`src/rtl/core/wahn_pkg.sv`:
```
// ----------------------------------------------------------------------------
// Wall avoid heading navigator package
// Payload types, register indexes and navigation constants.
// ----------------------------------------------------------------------------
package wahn_pkg;

    typedef struct packed {
        logic signed [15:0] gyro_rate_raw;
        logic [31:0]        now_ms;
        logic [9:0]         front_cm;
        logic [9:0]         side_a_cm;
        logic [9:0]         side_b_cm;
        logic [9:0]         side_c_cm;
    } wahn_in_t;

    typedef struct packed {
        logic [7:0]         thrust_duty;
        logic [7:0]         lift_duty;
        logic [12:0]        servo_compare;
        logic [2:0]         nav_mode;
        logic signed [31:0] heading;
    } wahn_out_t;

    localparam logic [2:0] CFG_GYRO_BIAS     = 3'd0;
    localparam logic [2:0] CFG_STEER_KP      = 3'd1;
    localparam logic [2:0] CFG_STEER_KI      = 3'd2;
    localparam logic [2:0] CFG_TURN_KP       = 3'd3;
    localparam logic [2:0] CFG_TURN_KD       = 3'd4;
    localparam logic [2:0] CFG_SLOW_DISTANCE = 3'd5;
    localparam logic [2:0] CFG_TURN_DISTANCE = 3'd6;
    localparam logic [2:0] CFG_STUCK_DISTANCE = 3'd7;

    localparam logic [2:0] M_CRUISE   = 3'd0;
    localparam logic [2:0] M_APPROACH = 3'd1;
    localparam logic [2:0] M_SCAN     = 3'd2;
    localparam logic [2:0] M_TURN     = 3'd3;
    localparam logic [2:0] M_STRAIGHT = 3'd4;

    localparam logic [12:0] CENTER_W  = 13'd3150;
    localparam logic [12:0] LEFT_W    = 13'd1750;
    localparam logic [12:0] RIGHT_W   = 13'd4500;
    localparam logic [12:0] MIRROR_W  = 13'd6300;
    localparam logic [9:0]  NO_ECHO_CM = 10'd999;
    localparam logic [31:0] QUARTER_TURN = 32'd9000;
    localparam logic [7:0]  THRUST_FULL = 8'd255;
    localparam logic [7:0]  THRUST_SLOW = 8'd110;
    localparam logic [7:0]  THRUST_STOP = 8'd0;
    localparam logic [7:0]  LIFT_NORMAL = 8'd230;
    localparam logic [7:0]  LIFT_LOW    = 8'd50;
    localparam logic [31:0] WALL_HOLD_MS  = 32'd900;
    localparam logic [31:0] SETTLE_MS     = 32'd200;
    localparam logic [31:0] SCAN_LIMIT_MS = 32'd1500;
    localparam logic [31:0] TURN_LIMIT_MS = 32'd3000;
    localparam logic [31:0] STRAIGHT_MAX_MS = 32'd500;

endpackage

```
`src/rtl/core/wall_avoid_heading_navigator.sv`:
```
// ----------------------------------------------------------------------------
// Wall avoid heading navigator
// Per-tick yaw integration and five-mode wall avoidance steering.
// ----------------------------------------------------------------------------
// Each multiply-divide step runs load, a bit-serial multiply, a bit-serial divide
// and post; a tick runs two steps in scan, four in turn and five in the other modes,
// and the result is registered in the finish state.
// One tick at a time: in_stall holds off the next input transfer until the tick's
// result is registered and the block is idle; an output stall holds it off longer.
// Reset is asynchronous and active low and needs no clearing pass.
module wall_avoid_heading_navigator (
    input  logic                clk,
    input  logic                rst_n,
    input  logic                in_valid,
    output logic                in_stall,
    input  wahn_pkg::wahn_in_t  in_data,
    output logic                out_valid,
    input  logic                out_stall,
    output wahn_pkg::wahn_out_t out_data,
    input  logic                cfg_valid,
    output logic                cfg_ready,
    input  logic [2:0]          cfg_index,
    input  logic [15:0]         cfg_data
);
    import wahn_pkg::*;

    localparam logic [2:0] S_IDLE = 3'd0;
    localparam logic [2:0] S_LOAD = 3'd1;
    localparam logic [2:0] S_MUL  = 3'd2;
    localparam logic [2:0] S_DIV  = 3'd3;
    localparam logic [2:0] S_POST = 3'd4;
    localparam logic [2:0] S_FIN  = 3'd5;

    localparam logic [2:0] OP_RATE    = 3'd0;
    localparam logic [2:0] OP_YAW     = 3'd1;
    localparam logic [2:0] OP_INTEG   = 3'd2;
    localparam logic [2:0] OP_STEER_P = 3'd3;
    localparam logic [2:0] OP_STEER_I = 3'd4;
    localparam logic [2:0] OP_TURN_P  = 3'd5;
    localparam logic [2:0] OP_TURN_D  = 3'd6;

    logic [2:0] state_reg;
    logic [2:0] op_reg;
    logic [4:0] cnt_reg;

    logic signed [15:0] bias_reg;
    logic [9:0] steer_kp_reg, steer_ki_reg, turn_kp_reg, turn_kd_reg;
    logic [9:0] slow_d_reg, turn_d_reg, stuck_d_reg;

    wahn_in_t item_reg;
    logic [31:0] dt_reg;

    logic signed [31:0] yaw_reg, tgt_reg, rate_reg, p_reg, i_reg;
    logic signed [13:0] integ_reg;
    logic [12:0] servo_reg;
    logic [31:0] prev_ms_reg, stuck_start_reg, phase_timer_reg, settle_start_reg;
    logic [2:0]  mode_reg;
    logic [9:0]  cruise_lg_reg, appr_lg_reg, stuck_ref_reg, left_open_reg;
    logic        stuck_armed_reg, scan_phase_reg, scan_armed_reg;

    logic [31:0] op_a_reg, op_b_reg, acc_reg, q_reg, res_reg;
    logic [9:0]  div_reg, rem_reg;
    logic        neg_reg;

    logic        out_valid_reg;
    wahn_out_t   out_data_reg;

    logic        in_go, out_free, fin_go;
    logic [31:0] acc_sum, acc_mag, q_shift, q_done;
    logic [10:0] rem_sh;
    logic        rem_ge;
    logic signed [31:0] err, integ_ext, integ_acc;

    assign in_stall  = (state_reg != S_IDLE);
    assign in_go     = in_valid && !in_stall;
    assign cfg_ready = 1'b1;
    assign out_valid = out_valid_reg;
    assign out_data  = out_data_reg;
    assign out_free  = !out_valid_reg || !out_stall;
    assign fin_go    = (state_reg == S_FIN) && out_free;

    assign acc_sum   = acc_reg + (op_b_reg[0] ? op_a_reg : 32'd0);
    assign acc_mag   = acc_sum[31] ? (~acc_sum + 32'd1) : acc_sum;
    assign rem_sh    = {rem_reg, q_reg[31]};
    assign rem_ge    = rem_sh >= {1'b0, div_reg};
    assign q_shift   = {q_reg[30:0], rem_ge};
    assign q_done    = neg_reg ? (~q_shift + 32'd1) : q_shift;
    assign err       = tgt_reg - yaw_reg;
    assign integ_ext = {{18{integ_reg[13]}}, integ_reg};
    assign integ_acc = integ_ext + res_reg;

    // Mode logic evaluated once the arithmetic of the tick is complete.
    logic [7:0]  thrust, lift;
    logic [12:0] target, servo_next;
    logic [2:0]  mode_next;
    logic signed [31:0] tgt_next;
    logic signed [13:0] integ_next;
    logic [31:0] stuck_start_next, phase_timer_next, settle_start_next;
    logic [9:0]  cruise_lg_next, appr_lg_next, stuck_ref_next, left_open_next;
    logic        stuck_armed_next, scan_phase_next, scan_armed_next;
    logic signed [33:0] steer_sum, turn_sum;
    logic [12:0] steer_t, turn_t;
    logic [9:0]  cur, ma, mb, mc, mlo, mhi, open_cm, sdiff;
    logic        near_center, forced;
    logic signed [13:0] gdiff, sl_diff;
    logic [12:0] goal;
    logic [31:0] now;

    always_comb
    begin
        now = item_reg.now_ms;
        steer_sum = 34'sd3150 + {{2{p_reg[31]}}, p_reg} + {{2{i_reg[31]}}, i_reg};
        turn_sum  = 34'sd3150 + {{2{p_reg[31]}}, p_reg} - {{2{i_reg[31]}}, i_reg};
        if (steer_sum < 34'sd1750)
            steer_t = LEFT_W;
        else if (steer_sum > 34'sd4500)
            steer_t = RIGHT_W;
        else
            steer_t = steer_sum[12:0];
        if (turn_sum < 34'sd1750)
            turn_t = LEFT_W;
        else if (turn_sum > 34'sd4500)
            turn_t = RIGHT_W;
        else
            turn_t = turn_sum[12:0];
        near_center = (servo_reg > 13'd2950) && (servo_reg < 13'd3350);

        ma = (item_reg.side_a_cm == 10'd0) ? NO_ECHO_CM : item_reg.side_a_cm;
        mb = (item_reg.side_b_cm == 10'd0) ? NO_ECHO_CM : item_reg.side_b_cm;
        mc = (item_reg.side_c_cm == 10'd0) ? NO_ECHO_CM : item_reg.side_c_cm;
        mlo = (ma < mb) ? ma : mb;
        mhi = (ma < mb) ? mb : ma;
        mhi = (mhi < mc) ? mhi : mc;
        open_cm = (mlo > mhi) ? mlo : mhi;

        thrust = THRUST_FULL;
        lift = LIFT_NORMAL;
        target = CENTER_W;
        mode_next = mode_reg;
        tgt_next = tgt_reg;
        integ_next = integ_reg;
        stuck_start_next = stuck_start_reg;
        phase_timer_next = phase_timer_reg;
        settle_start_next = settle_start_reg;
        cruise_lg_next = cruise_lg_reg;
        appr_lg_next = appr_lg_reg;
        stuck_ref_next = stuck_ref_reg;
        left_open_next = left_open_reg;
        stuck_armed_next = stuck_armed_reg;
        scan_phase_next = scan_phase_reg;
        scan_armed_next = scan_armed_reg;
        forced = 1'b0;
        cur = 10'd0;
        sdiff = 10'd0;
        goal = LEFT_W;
        gdiff = 14'sd0;

        case (mode_reg)
            M_APPROACH:
            begin
                thrust = THRUST_SLOW;
                target = steer_t;
                if (item_reg.front_cm != 10'd0)
                    appr_lg_next = item_reg.front_cm;
                cur = (item_reg.front_cm != 10'd0) ? item_reg.front_cm : appr_lg_reg;
                if (cur < stuck_d_reg)
                begin
                    if (!stuck_armed_reg)
                    begin
                        stuck_armed_next = 1'b1;
                        stuck_start_next = now;
                        stuck_ref_next = cur;
                    end
                    else
                    begin
                        sdiff = (cur > stuck_ref_reg) ? cur - stuck_ref_reg
                                                      : stuck_ref_reg - cur;
                        if (sdiff > 10'd3)
                        begin
                            stuck_start_next = now;
                            stuck_ref_next = cur;
                        end
                        else if (now - stuck_start_reg >= WALL_HOLD_MS)
                            forced = 1'b1;
                    end
                end
                else
                    stuck_armed_next = 1'b0;
                if ((cur < turn_d_reg) || forced)
                begin
                    appr_lg_next = NO_ECHO_CM;
                    stuck_armed_next = 1'b0;
                    scan_phase_next = 1'b0;
                    scan_armed_next = 1'b0;
                    phase_timer_next = now;
                    mode_next = M_SCAN;
                end
            end
            M_SCAN:
            begin
                goal = scan_phase_reg ? RIGHT_W : LEFT_W;
                gdiff = $signed({1'b0, servo_reg}) - $signed({1'b0, goal});
                thrust = THRUST_STOP;
                lift = LIFT_LOW;
                target = goal;
                if ((gdiff >= -14'sd150 && gdiff <= 14'sd150)
                    || (now - phase_timer_reg >= SCAN_LIMIT_MS))
                begin
                    if (!scan_armed_reg)
                    begin
                        settle_start_next = now;
                        scan_armed_next = 1'b1;
                    end
                    else if (now - settle_start_reg >= SETTLE_MS)
                    begin
                        scan_armed_next = 1'b0;
                        phase_timer_next = now;
                        if (!scan_phase_reg)
                        begin
                            left_open_next = open_cm;
                            scan_phase_next = 1'b1;
                        end
                        else
                        begin
                            tgt_next = (left_open_reg > open_cm) ? tgt_reg - QUARTER_TURN
                                                                 : tgt_reg + QUARTER_TURN;
                            target = CENTER_W;
                            mode_next = M_TURN;
                        end
                    end
                end
            end
            M_TURN:
            begin
                lift = LIFT_LOW;
                target = turn_t;
                if ((err >= -32'sd300 && err <= 32'sd300)
                    || (now - phase_timer_reg >= TURN_LIMIT_MS))
                begin
                    lift = LIFT_NORMAL;
                    integ_next = 14'sd0;
                    phase_timer_next = now;
                    mode_next = M_STRAIGHT;
                end
            end
            M_STRAIGHT:
            begin
                thrust = THRUST_SLOW;
                target = steer_t;
                if (near_center || (now - phase_timer_reg >= STRAIGHT_MAX_MS))
                    mode_next = M_CRUISE;
            end
            default:
            begin
                target = steer_t;
                mode_next = M_CRUISE;
                if (item_reg.front_cm != 10'd0)
                    cruise_lg_next = item_reg.front_cm;
                cur = (item_reg.front_cm != 10'd0) ? item_reg.front_cm : cruise_lg_reg;
                if (near_center && (cur < slow_d_reg))
                begin
                    cruise_lg_next = NO_ECHO_CM;
                    stuck_armed_next = 1'b0;
                    mode_next = M_APPROACH;
                end
            end
        endcase

        sl_diff = $signed({1'b0, target}) - $signed({1'b0, servo_reg});
        if (sl_diff > 14'sd150)
            servo_next = servo_reg + 13'd150;
        else if (sl_diff < -14'sd150)
            servo_next = servo_reg - 13'd150;
        else
            servo_next = target;
    end

    always_ff @(posedge clk or negedge rst_n)
    begin
        if (!rst_n)
        begin
            state_reg <= S_IDLE;
            op_reg <= OP_RATE;
            cnt_reg <= 5'd0;
            bias_reg <= 16'sd0;
            steer_kp_reg <= 10'd30;
            steer_ki_reg <= 10'd2;
            turn_kp_reg <= 10'd18;
            turn_kd_reg <= 10'd90;
            slow_d_reg <= 10'd45;
            turn_d_reg <= 10'd28;
            stuck_d_reg <= 10'd32;
            yaw_reg <= 32'sd0;
            tgt_reg <= 32'sd0;
            integ_reg <= 14'sd0;
            servo_reg <= CENTER_W;
            prev_ms_reg <= 32'd0;
            mode_reg <= M_CRUISE;
            cruise_lg_reg <= NO_ECHO_CM;
            appr_lg_reg <= NO_ECHO_CM;
            stuck_armed_reg <= 1'b0;
            stuck_ref_reg <= 10'd0;
            stuck_start_reg <= 32'd0;
            scan_phase_reg <= 1'b0;
            scan_armed_reg <= 1'b0;
            phase_timer_reg <= 32'd0;
            settle_start_reg <= 32'd0;
            left_open_reg <= 10'd0;
            out_valid_reg <= 1'b0;
        end
        else
        begin
            if (cfg_valid)
            begin
                case (cfg_index)
                    CFG_GYRO_BIAS:      bias_reg <= cfg_data;
                    CFG_STEER_KP:       steer_kp_reg <= cfg_data[9:0];
                    CFG_STEER_KI:       steer_ki_reg <= cfg_data[9:0];
                    CFG_TURN_KP:        turn_kp_reg <= cfg_data[9:0];
                    CFG_TURN_KD:        turn_kd_reg <= cfg_data[9:0];
                    CFG_SLOW_DISTANCE:  slow_d_reg <= cfg_data[9:0];
                    CFG_TURN_DISTANCE:  turn_d_reg <= cfg_data[9:0];
                    CFG_STUCK_DISTANCE: stuck_d_reg <= cfg_data[9:0];
                    default:            bias_reg <= bias_reg;
                endcase
            end

            if (fin_go)
                out_valid_reg <= 1'b1;
            else if (!out_stall)
                out_valid_reg <= 1'b0;

            case (state_reg)
                S_IDLE:
                begin
                    if (in_go)
                    begin
                        item_reg <= in_data;
                        dt_reg <= (in_data.now_ms >= prev_ms_reg)
                                  ? in_data.now_ms - prev_ms_reg : 32'd0;
                        prev_ms_reg <= in_data.now_ms;
                        op_reg <= OP_RATE;
                        state_reg <= S_LOAD;
                    end
                end
                S_LOAD:
                begin
                    acc_reg <= 32'd0;
                    cnt_reg <= 5'd0;
                    case (op_reg)
                        OP_RATE:
                        begin
                            op_a_reg <= {{16{item_reg.gyro_rate_raw[15]}},
                                         item_reg.gyro_rate_raw};
                            op_b_reg <= 32'd100;
                            div_reg <= 10'd131;
                        end
                        OP_YAW:
                        begin
                            op_a_reg <= rate_reg - {{16{bias_reg[15]}}, bias_reg};
                            op_b_reg <= dt_reg;
                            div_reg <= 10'd1000;
                        end
                        OP_INTEG:
                        begin
                            op_a_reg <= err;
                            op_b_reg <= dt_reg;
                            div_reg <= 10'd1000;
                        end
                        OP_STEER_P:
                        begin
                            op_a_reg <= err;
                            op_b_reg <= {22'd0, steer_kp_reg};
                            div_reg <= 10'd100;
                        end
                        OP_STEER_I:
                        begin
                            op_a_reg <= integ_ext;
                            op_b_reg <= {22'd0, steer_ki_reg};
                            div_reg <= 10'd100;
                        end
                        OP_TURN_P:
                        begin
                            op_a_reg <= err;
                            op_b_reg <= {22'd0, turn_kp_reg};
                            div_reg <= 10'd100;
                        end
                        default:
                        begin
                            op_a_reg <= rate_reg;
                            op_b_reg <= {22'd0, turn_kd_reg};
                            div_reg <= 10'd100;
                        end
                    endcase
                    state_reg <= S_MUL;
                end
                S_MUL:
                begin
                    op_a_reg <= {op_a_reg[30:0], 1'b0};
                    op_b_reg <= {1'b0, op_b_reg[31:1]};
                    cnt_reg <= cnt_reg + 5'd1;
                    if (cnt_reg == 5'd31)
                    begin
                        neg_reg <= acc_sum[31];
                        q_reg <= acc_mag;
                        rem_reg <= 10'd0;
                        state_reg <= S_DIV;
                    end
                    else
                        acc_reg <= acc_sum;
                end
                S_DIV:
                begin
                    rem_reg <= rem_ge ? 10'(rem_sh - {1'b0, div_reg}) : rem_sh[9:0];
                    q_reg <= q_shift;
                    cnt_reg <= cnt_reg + 5'd1;
                    if (cnt_reg == 5'd31)
                    begin
                        res_reg <= q_done;
                        state_reg <= S_POST;
                    end
                end
                S_POST:
                begin
                    case (op_reg)
                        OP_RATE:
                        begin
                            rate_reg <= res_reg;
                            op_reg <= OP_YAW;
                            state_reg <= S_LOAD;
                        end
                        OP_YAW:
                        begin
                            yaw_reg <= yaw_reg + res_reg;
                            if (mode_reg == M_TURN)
                            begin
                                op_reg <= OP_TURN_P;
                                state_reg <= S_LOAD;
                            end
                            else if (mode_reg == M_SCAN)
                                state_reg <= S_FIN;
                            else
                            begin
                                op_reg <= OP_INTEG;
                                state_reg <= S_LOAD;
                            end
                        end
                        OP_INTEG:
                        begin
                            if (integ_acc < -32'sd8000)
                                integ_reg <= -14'sd8000;
                            else if (integ_acc > 32'sd8000)
                                integ_reg <= 14'sd8000;
                            else
                                integ_reg <= integ_acc[13:0];
                            op_reg <= OP_STEER_P;
                            state_reg <= S_LOAD;
                        end
                        OP_STEER_P, OP_TURN_P:
                        begin
                            p_reg <= res_reg;
                            op_reg <= (op_reg == OP_STEER_P) ? OP_STEER_I : OP_TURN_D;
                            state_reg <= S_LOAD;
                        end
                        OP_STEER_I:
                        begin
                            if ($signed(res_reg) < -32'sd600)
                                i_reg <= -32'sd600;
                            else if ($signed(res_reg) > 32'sd600)
                                i_reg <= 32'sd600;
                            else
                                i_reg <= res_reg;
                            state_reg <= S_FIN;
                        end
                        default:
                        begin
                            i_reg <= res_reg;
                            state_reg <= S_FIN;
                        end
                    endcase
                end
                S_FIN:
                begin
                    if (fin_go)
                    begin
                        mode_reg <= mode_next;
                        tgt_reg <= tgt_next;
                        integ_reg <= integ_next;
                        servo_reg <= servo_next;
                        stuck_start_reg <= stuck_start_next;
                        phase_timer_reg <= phase_timer_next;
                        settle_start_reg <= settle_start_next;
                        cruise_lg_reg <= cruise_lg_next;
                        appr_lg_reg <= appr_lg_next;
                        stuck_ref_reg <= stuck_ref_next;
                        left_open_reg <= left_open_next;
                        stuck_armed_reg <= stuck_armed_next;
                        scan_phase_reg <= scan_phase_next;
                        scan_armed_reg <= scan_armed_next;
                        out_data_reg.thrust_duty <= thrust;
                        out_data_reg.lift_duty <= lift;
                        out_data_reg.servo_compare <= MIRROR_W - servo_next;
                        out_data_reg.nav_mode <= mode_next;
                        out_data_reg.heading <= yaw_reg;
                        state_reg <= S_IDLE;
                    end
                end
                default:
                    state_reg <= S_IDLE;
            endcase
        end
    end

`ifndef NO_ASSERTIONS
    a_mode_legal: assert property (@(posedge clk) disable iff (!rst_n)
        mode_reg <= M_STRAIGHT)
        else $error("navigation mode left its legal range");

    a_servo_range: assert property (@(posedge clk) disable iff (!rst_n)
        servo_reg >= LEFT_W && servo_reg <= RIGHT_W)
        else $error("servo width outside rudder limits");

    a_integ_range: assert property (@(posedge clk) disable iff (!rst_n)
        integ_reg >= -14'sd8000 && integ_reg <= 14'sd8000)
        else $error("steering integral outside its clamp");

    a_accept_load: assert property (@(posedge clk) disable iff (!rst_n)
        in_valid && !in_stall |=> state_reg == S_LOAD && op_reg == OP_RATE)
        else $error("accepted transfer did not start the rate step");
`endif

endmodule
```
`config.mk`:
```
export PLATFORM = sky130hd
export DESIGN_NAME = wall_avoid_heading_navigator
export DESIGN_NICKNAME = d
export VERILOG_FILES = /design/src/rtl/core/wahn_pkg.sv /design/src/rtl/core/wall_avoid_heading_navigator.sv
export SDC_FILE = /design/constraint.sdc
export NUM_CORES = 2
export LEC_CHECK = 0
export ABC_AREA = 1
export BUFFER_PORTS_ARGS = -buffer_cell sky130_fd_sc_hd__buf_2
export CAP_MARGIN = 10
export CORE_MARGIN = 5
export CORE_UTILIZATION = 61
export DETAILED_ROUTE_END_ITERATION = 10
export PLACE_DENSITY_LB_ADDON = 0.08
export REMOVE_ABC_BUFFERS = 1
export SETUP_SLACK_MARGIN = 0.5
export SLEW_MARGIN = 40
export SYNTH_ARGS = -nofsm -noshare
export SYNTH_HDL_FRONTEND = slang
export SYNTH_SLANG_ARGS = --single-unit
```
`constraint.sdc`:
```
create_clock -name clk -period 12.35 [get_ports clk]
set_input_delay 1.8525 -clock clk [delete_from_list [all_inputs] [get_ports clk]]
set_output_delay 1.8525 -clock clk [all_outputs]
set_load 0.005 [all_outputs]
```
# [Word-level counts from Yosys, hierarchy flattened]
# Cells that the tools add are included.
[op_classes] n_lt_le_gt_ge=32 mux=107 n_reduce_logical=74 n_addsub=25 bitwise_logic=7 n_eq_ne=39
[op_table] operator="$mux W32" n=15
[op_table] operator="$pmux W32 S2" n=5
[op_table] operator="$sub A32 B32 Y32" n=6
[op_table] operator="$mux W10" n=16
[op_table] operator="$pmux W32 S5" n=1
[op_table] operator="$mux W13" n=11
[op_table] operator="$pmux W32 S4" n=1
[op_table] operator="$add A32 B32 Y32" n=3
[op_table] operator="$pmux W32 S3" n=1
[op_table] operator="$mux W14" n=6
[op_table] operator="$gt A34 B14 Y1 const B" n=2
[op_table] operator="$lt A34 B12 Y1 const B" n=2
[op_table] operator="$add A32 B1 Y32 const B" n=2
[op_table] operator="$ge A32 B10 Y1 const B" n=2
[op_table] operator="$not A32 Y32" n=2
[op_table] operator="$lt A10 B10 Y1" n=5
[op_table] operator="$mux W3" n=16
[op_table] operator="$pmux W10 S2" n=2
[op_table] operator="$add A33 B32 Y34" n=1
[op_table] operator="$sub A33 B32 Y34" n=1
[op_table] operator="$add A13 B32 Y33 const A" n=1
[op_table] operator="$reduce_and A3 Y1" n=11
[op_table] operator="$add A32 B14 Y32 const B" n=1
[op_table] operator="$ge A32 B11 Y1 const B" n=1
[op_table] operator="other kinds (62)" n=170
[totals] reg_bits=824 elab_cells=335

# [Logic depth before layout (Yosys ltp)]
[logic_depth] depth_word=12 depth_mapped=69

# [Worst setup path after synthesis]
# No wires, ideal clock.
[synth_timing] path_kind="reg-to-reg" start="register item_reg[12] in the netlist's numbering" end="register tgt_reg[31]" synth_period_minus_slack_ns=9.024 stages_incl_launch_ff=52 setup_time_ns=0.128 path_slack_ns=3.326 arrival_ns=8.896 cell_sequence="edfxtp_1 -> nor2_1 -> nand4_1 -> nor2_2 -> nor2_1 -> ha_1 -> inv_1 -> o31ai_1 -> a21oi_1 -> nand2_1 -> clkbuf_1 -> o21ai_0 -> ha_1 -> a21oi_1 -> or2_2 -> a21oi_1 -> a2111oi_0 -> nand2_1 -> (+16 left out) -> nand2_1 -> o21ai_0 -> inv_1 -> ha_1 -> nand2_1 -> o21ai_1 -> a21boi_0 -> o21ai_1 -> a21boi_0 -> o21ai_0 -> a21boi_2 -> o21ai_0 -> a21oi_1 -> o21ai_2 -> a21oi_1 -> o21ai_0 -> a21oi_1 -> xor2_1"
[synth_via] elab_chain_cells=10 word_cells_on_any_way=11 cone_classes="order compare (4); mux (6); reduce/logical (1)"
[synth_lines] item="start, declared" line="wall_avoid_heading_navigator.sv:50" rtl="wahn_in_t item_reg;"
[synth_lines] item="start signal, assigned" line="wall_avoid_heading_navigator.sv:338" rtl="item_reg <= in_data;"
[synth_lines] item="$logic_not A10 Y1" line="wall_avoid_heading_navigator.sv:129" rtl="mb = (item_reg.side_b_cm == 10'd0) ? NO_ECHO_CM : item_reg.side_b_cm;"
[synth_lines] item="$mux W10 (*)" line="wall_avoid_heading_navigator.sv:129"
[synth_lines] item="$lt A10 B10 Y1" line="wall_avoid_heading_navigator.sv:131, wall_avoid_heading_navigator.sv:132"
[synth_lines] item="$mux W10" line="wall_avoid_heading_navigator.sv:132" rtl="mhi = (ma < mb) ? mb : ma;"
[synth_lines] item="$lt A10 B10 Y1" line="wall_avoid_heading_navigator.sv:133" rtl="mhi = (mhi < mc) ? mhi : mc;"
[synth_lines] item="$mux W10" line="wall_avoid_heading_navigator.sv:133"
[synth_lines] item="$gt A10 B10 Y1" line="wall_avoid_heading_navigator.sv:134" rtl="open_cm = (mlo > mhi) ? mlo : mhi;"
[synth_lines] item="$mux W10 (*)" line="wall_avoid_heading_navigator.sv:134"
[synth_lines] item="$gt A10 B10 Y1 (*)" line="wall_avoid_heading_navigator.sv:225" rtl="tgt_next = (left_open_reg > open_cm) ? tgt_reg - QUARTER_TURN"
[synth_lines] item="$mux W32 (*)" line="wall_avoid_heading_navigator.sv:225"
[synth_lines] item="end signal, assigned" line="wall_avoid_heading_navigator.sv:487" rtl="tgt_reg <= tgt_next;"
[synth_lines] item="end, declared" line="wall_avoid_heading_navigator.sv:53" rtl="logic signed [31:0] yaw_reg, tgt_reg, rate_reg, p_reg, i_reg;"
# Mark *: on every way between the ends. The rest lies on a longest branch, timed or not.
# A chain may end at the register's enable or synchronous reset.

# [Final worst setup path]
[layout_timing] start="register item_reg[24] in the netlist's numbering" end="register tgt_reg[31]"
[layout_via] elab_chain_cells=10 word_cells_on_any_way=11 cone_classes="order compare (4); mux (6); reduce/logical (1)"
[layout_lines] item="$logic_not A10 Y1" line="wall_avoid_heading_navigator.sv:128" rtl="ma = (item_reg.side_a_cm == 10'd0) ? NO_ECHO_CM : item_reg.side_a_cm;"
[layout_lines] item="$mux W10 (*)" line="wall_avoid_heading_navigator.sv:128"
[layout_lines] item="$lt A10 B10 Y1" line="wall_avoid_heading_navigator.sv:131, wall_avoid_heading_navigator.sv:132"
[layout_lines] item="$mux W10" line="wall_avoid_heading_navigator.sv:132"
[layout_lines] item="$lt A10 B10 Y1" line="wall_avoid_heading_navigator.sv:133"
[layout_lines] item="$mux W10" line="wall_avoid_heading_navigator.sv:133"
[layout_lines] item="$gt A10 B10 Y1" line="wall_avoid_heading_navigator.sv:134"
[layout_lines] item="$mux W10 (*)" line="wall_avoid_heading_navigator.sv:134"
[layout_lines] item="$gt A10 B10 Y1 (*)" line="wall_avoid_heading_navigator.sv:225"
[layout_lines] item="$mux W32 (*)" line="wall_avoid_heading_navigator.sv:225"
# Marks and branches as above.

==> out/qor.csv <==
stage,metric,value,unit
sta,worst_pin_slew,0.954,ns
finish,final_nets,9586,
sta,maxSlewHeadroom,36.4,%
clock_tree,clk_latency,0.69,ns
floorplan,row_count,118,
clock_tree,ctsHtreeMaxLevel,3,
clock_tree,hold_buffers,0,
setup_path,reg2reg_from,item_reg[24],
finish,largest_register_ffs,56,
routing,vias_per_cell,5.75,
logic_synthesis,syn-cell-area,63400,µm²
logic_synthesis,synth.avg_cell_area,7.18,µm²
global_route,grt_max_degree,141,
flow_run,cap_violations,0,
setup_path,worstSetupStartpointType,flip-flop,
global_route,grt_pass1_wl,310,mm
sta,clock_skew,0.0265,ns
finish,final_util,66.6,%
floorplan,die_h,333,µm
sta,setup_violations,0,
floorplan,pin_count,179,
logic_synthesis,ys_seq_elements,804,
finish,drive_gt1_share,6.54,%
routing,routedWlPerCell,19.2,µm
logic_synthesis,ys_warn_count,0,
power,p_leak,0.0339,µW
finish,regArea,22400,µm²
clock_tree,clockRootBuffer,clkbuf_16,
sta,rsz0062_at_grt,no,
routing,drc_errors,0,
setup_path,r2r_slack,1.59,ns
routing,firstDrtPassIters,6,
run_status,status,finished clean,
floorplan,start_util,61.4,%
power,finalPower,13100,µW
floorplan,die_x,333,µm
logic_synthesis,synth_ff_type,edfxtp_1,
sta,setup_tns,0,ns
clock_tree,clk_path_buf_depth,3,
finish,syn2layout_area_growth,8.49,%
placed_design,hpwl,157,mm
setup_path,arrival,11.35,ns
clock_tree,cts.repair.resized,0,
setup_path,slowest_delay,0.49,ns
sta,drv_slew,0,
sta,period_needed,10.76,ns
min_path,min_path_cells,2,
clock_tree,cts.sinks,804,
power,power_density,190,nW/µm²
setup_path,worst_ep_required_time,12.95,ns
sta,fmax,93.0,MHz
placed_design,io_buffer_count,173,
global_route,gr-total-overflow,0,
setup_path,crit_slowest_cell,o21ai_0,
routing,ant_nets,0,
global_route,grt_pass1_vias,56513,
power,vdd_ir_drop_max,0.289,mV
clock_tree,clk_pin_slew,0.06,ns
routing,drtIter0Drc,5775,
routing,vias,59943,
sta,min_period_over_period,87.1,%
min_path,min_to,slow_d_reg[8],
setup_path,reg2reg_to,tgt_reg[31],
routing,drt-total-wl,200,mm
logic_synthesis,async_flop_share,44.8,%
logic_synthesis,synth_cell_types,77,
setup_path,r2r_cells,50,
floorplan,core_area,103000,µm²
setup_path,path_common_cell,a21oi_1,
sta,finalHoldViolCount,0,
clock_tree,cts_tree,built,
finish,nFillCells,9073,
logic_synthesis,synth_edf_count,444,
floorplan,dieArea,111000,µm²
logic_synthesis,yosysSeqAreaShare,35.3,%
finish,multiInputGateArea,34900,µm²
placed_design,finalWeightedCongestion,1.02,
logic_synthesis,synth_cells,8838,
global_route,grtUsageTotal,35.0,%
clock_tree,cts_inserted_buffers,90,
clock_tree,cts_setup_buffers,0,
setup_path,crit_fanout,25,
min_path,hp-class,flip-flop to flip-flop,
global_route,antenna_found_initial,8,
setup_path,endpoint_kind,flip-flop,
setup_path,path_class,flip-flop to flip-flop,
min_path,hold_start,slow_d_reg[8],
-- cells in the final DEF (no fill, tap or decap), types with 13 or more instances in the layout --
cell type	synthesis	layout
buf_4	31	47
ha_1	493	493
a21o_1	28	28
dfrtp_1	319	318
a21oi_1	533	531
clkinv_2	0	23
nor4_1	40	39
dfstp_2	41	41
o2111ai_1	16	16
o21ai_1	58	69
o211ai_1	24	24
o21bai_1	41	41
o21ai_0	581	570
o22ai_1	13	13
nor3_1	106	102
nor2_2	25	34
nand3b_1	37	37
nand2_1	2484	2481
o21a_1	14	14
clkbuf_16	0	93
or2_2	28	28
a31oi_1	33	33
edfxtp_1	444	444
nand4_1	120	120
clkinv_1	11	14
a221oi_1	21	21
clkbuf_1	120	13
inv_1	1398	1397
xnor2_1	117	117
buf_2	30	172
nand2_2	29	31
xor2_1	226	226
a211oi_1	13	13
fa_1	15	15
and2_1	17	17
nor2_1	743	730
nand3_1	419	418
-- per-layer routing --
layer  vias to the layer above  track usage [%]  part of all wire, %  wire length (µm)
li1                      29043                -                    -                 -
met1                     27723             46.2                   41             82600
met2                      2585             55.1                   44             88200
met3                       590             6.48                  8.5             17100
met4                         2             18.5                  6.2             12500
met5                         -                0               0.0065                13
-- final cells by class --
class                           instances  share of cell area (%)
Clock buffer                          114                    3.61
Antenna cell                            8                  0.0291
Sequential cell                       804                    32.5
Timing Repair Buffer                  230                    2.05
Tap cell                             1380                    2.51
Multi-Input combinational cell       6422                    50.7
Inverter                             1418                    7.73
Clock inverter                         55                   0.827
-- kinds of logic after synthesis --
logic type / after synthesis / synth area share, %
other cells: 2 / 0.0118
compound gates: 1474 / 13.0
fa+ha+maj: 508 / 10.2
simple gates: 4091 / 26.8
flops: 804 / 35.3
buf+inv: 1615 / 9.91
xor+xnor: 344 / 4.78
-- report_power, final --
part / internal, µW / switching (µW)
clock: 1610 / 1200
combinational: 2130 / 4270
sequential: 3540 / 347
total: 7280 / 5820
-- cells in the mapped netlist (21+ instances only) --
library cell  count  area share [%]
o21bai_1         41            0.49
nor2_1          743             4.4
o21ai_1          58            0.46
nand3b_1         37            0.44
o21ai_0         581             4.6
dfstp_2          41             1.7
a31oi_1          33            0.33
nand2_2          29            0.29
xor2_1          226             3.1
nor3_1          106            0.84
a21o_1           28            0.33
or2_2            28            0.28
edfxtp_1        444              21
nand2_1        2484              15
nand3_1         419             3.3
dfrtp_1         319              13
a221oi_1         21            0.29
nor4_1           40            0.39
ha_1            493             9.7
o211ai_1         24            0.28
nand4_1         120             1.2
clkbuf_1        120            0.71
buf_4            31            0.37
xnor2_1         117             1.6
nor2_2           25            0.25
buf_2            30            0.24
a21oi_1         533             4.2
inv_1          1398             8.3
-- how the worst max path moves through the flow --
stage | startpoint | to | slack, ns
finish | item_reg[24] | tgt_reg[31] | 1.59
global route | item_reg[24] | tgt_reg[31] | 0.51
CTS | item_reg[24] | tgt_reg[31] | 1.37
detailed placement | item_reg[24] | tgt_reg[31] | 1.46
global placement | item_reg[24] | tgt_reg[31] | 1.44
floorplan | item_reg[24] | tgt_reg[31] | 2.98
-- worst max-delay path: cells and delay by family (launching register included) --
family / cells / cell delay, ns
compound gates: 29 / 5.97
simple gates: 12 / 2.08
fa+ha+maj: 5 / 1.54
buf+inv: 3 / 0.48
flops: 1 / 0.43
xor+xnor: 1 / 0.16
-- per-stage QoR --
step	hold slack [ns]	setup slack [ns]	area (µm²)	cells
after floorplan	0.448	2.98	62500	8644
after global placement	0.465	1.44	65600	10249
after detailed placement	0.473	1.46	65700	10252
after CTS	0.487	1.37	68700	10421
after global routing	0.500	0.509	68800	10428
final	0.485	1.59	68800	10431
Note: power is estimated with default switching activity, not from simulation.
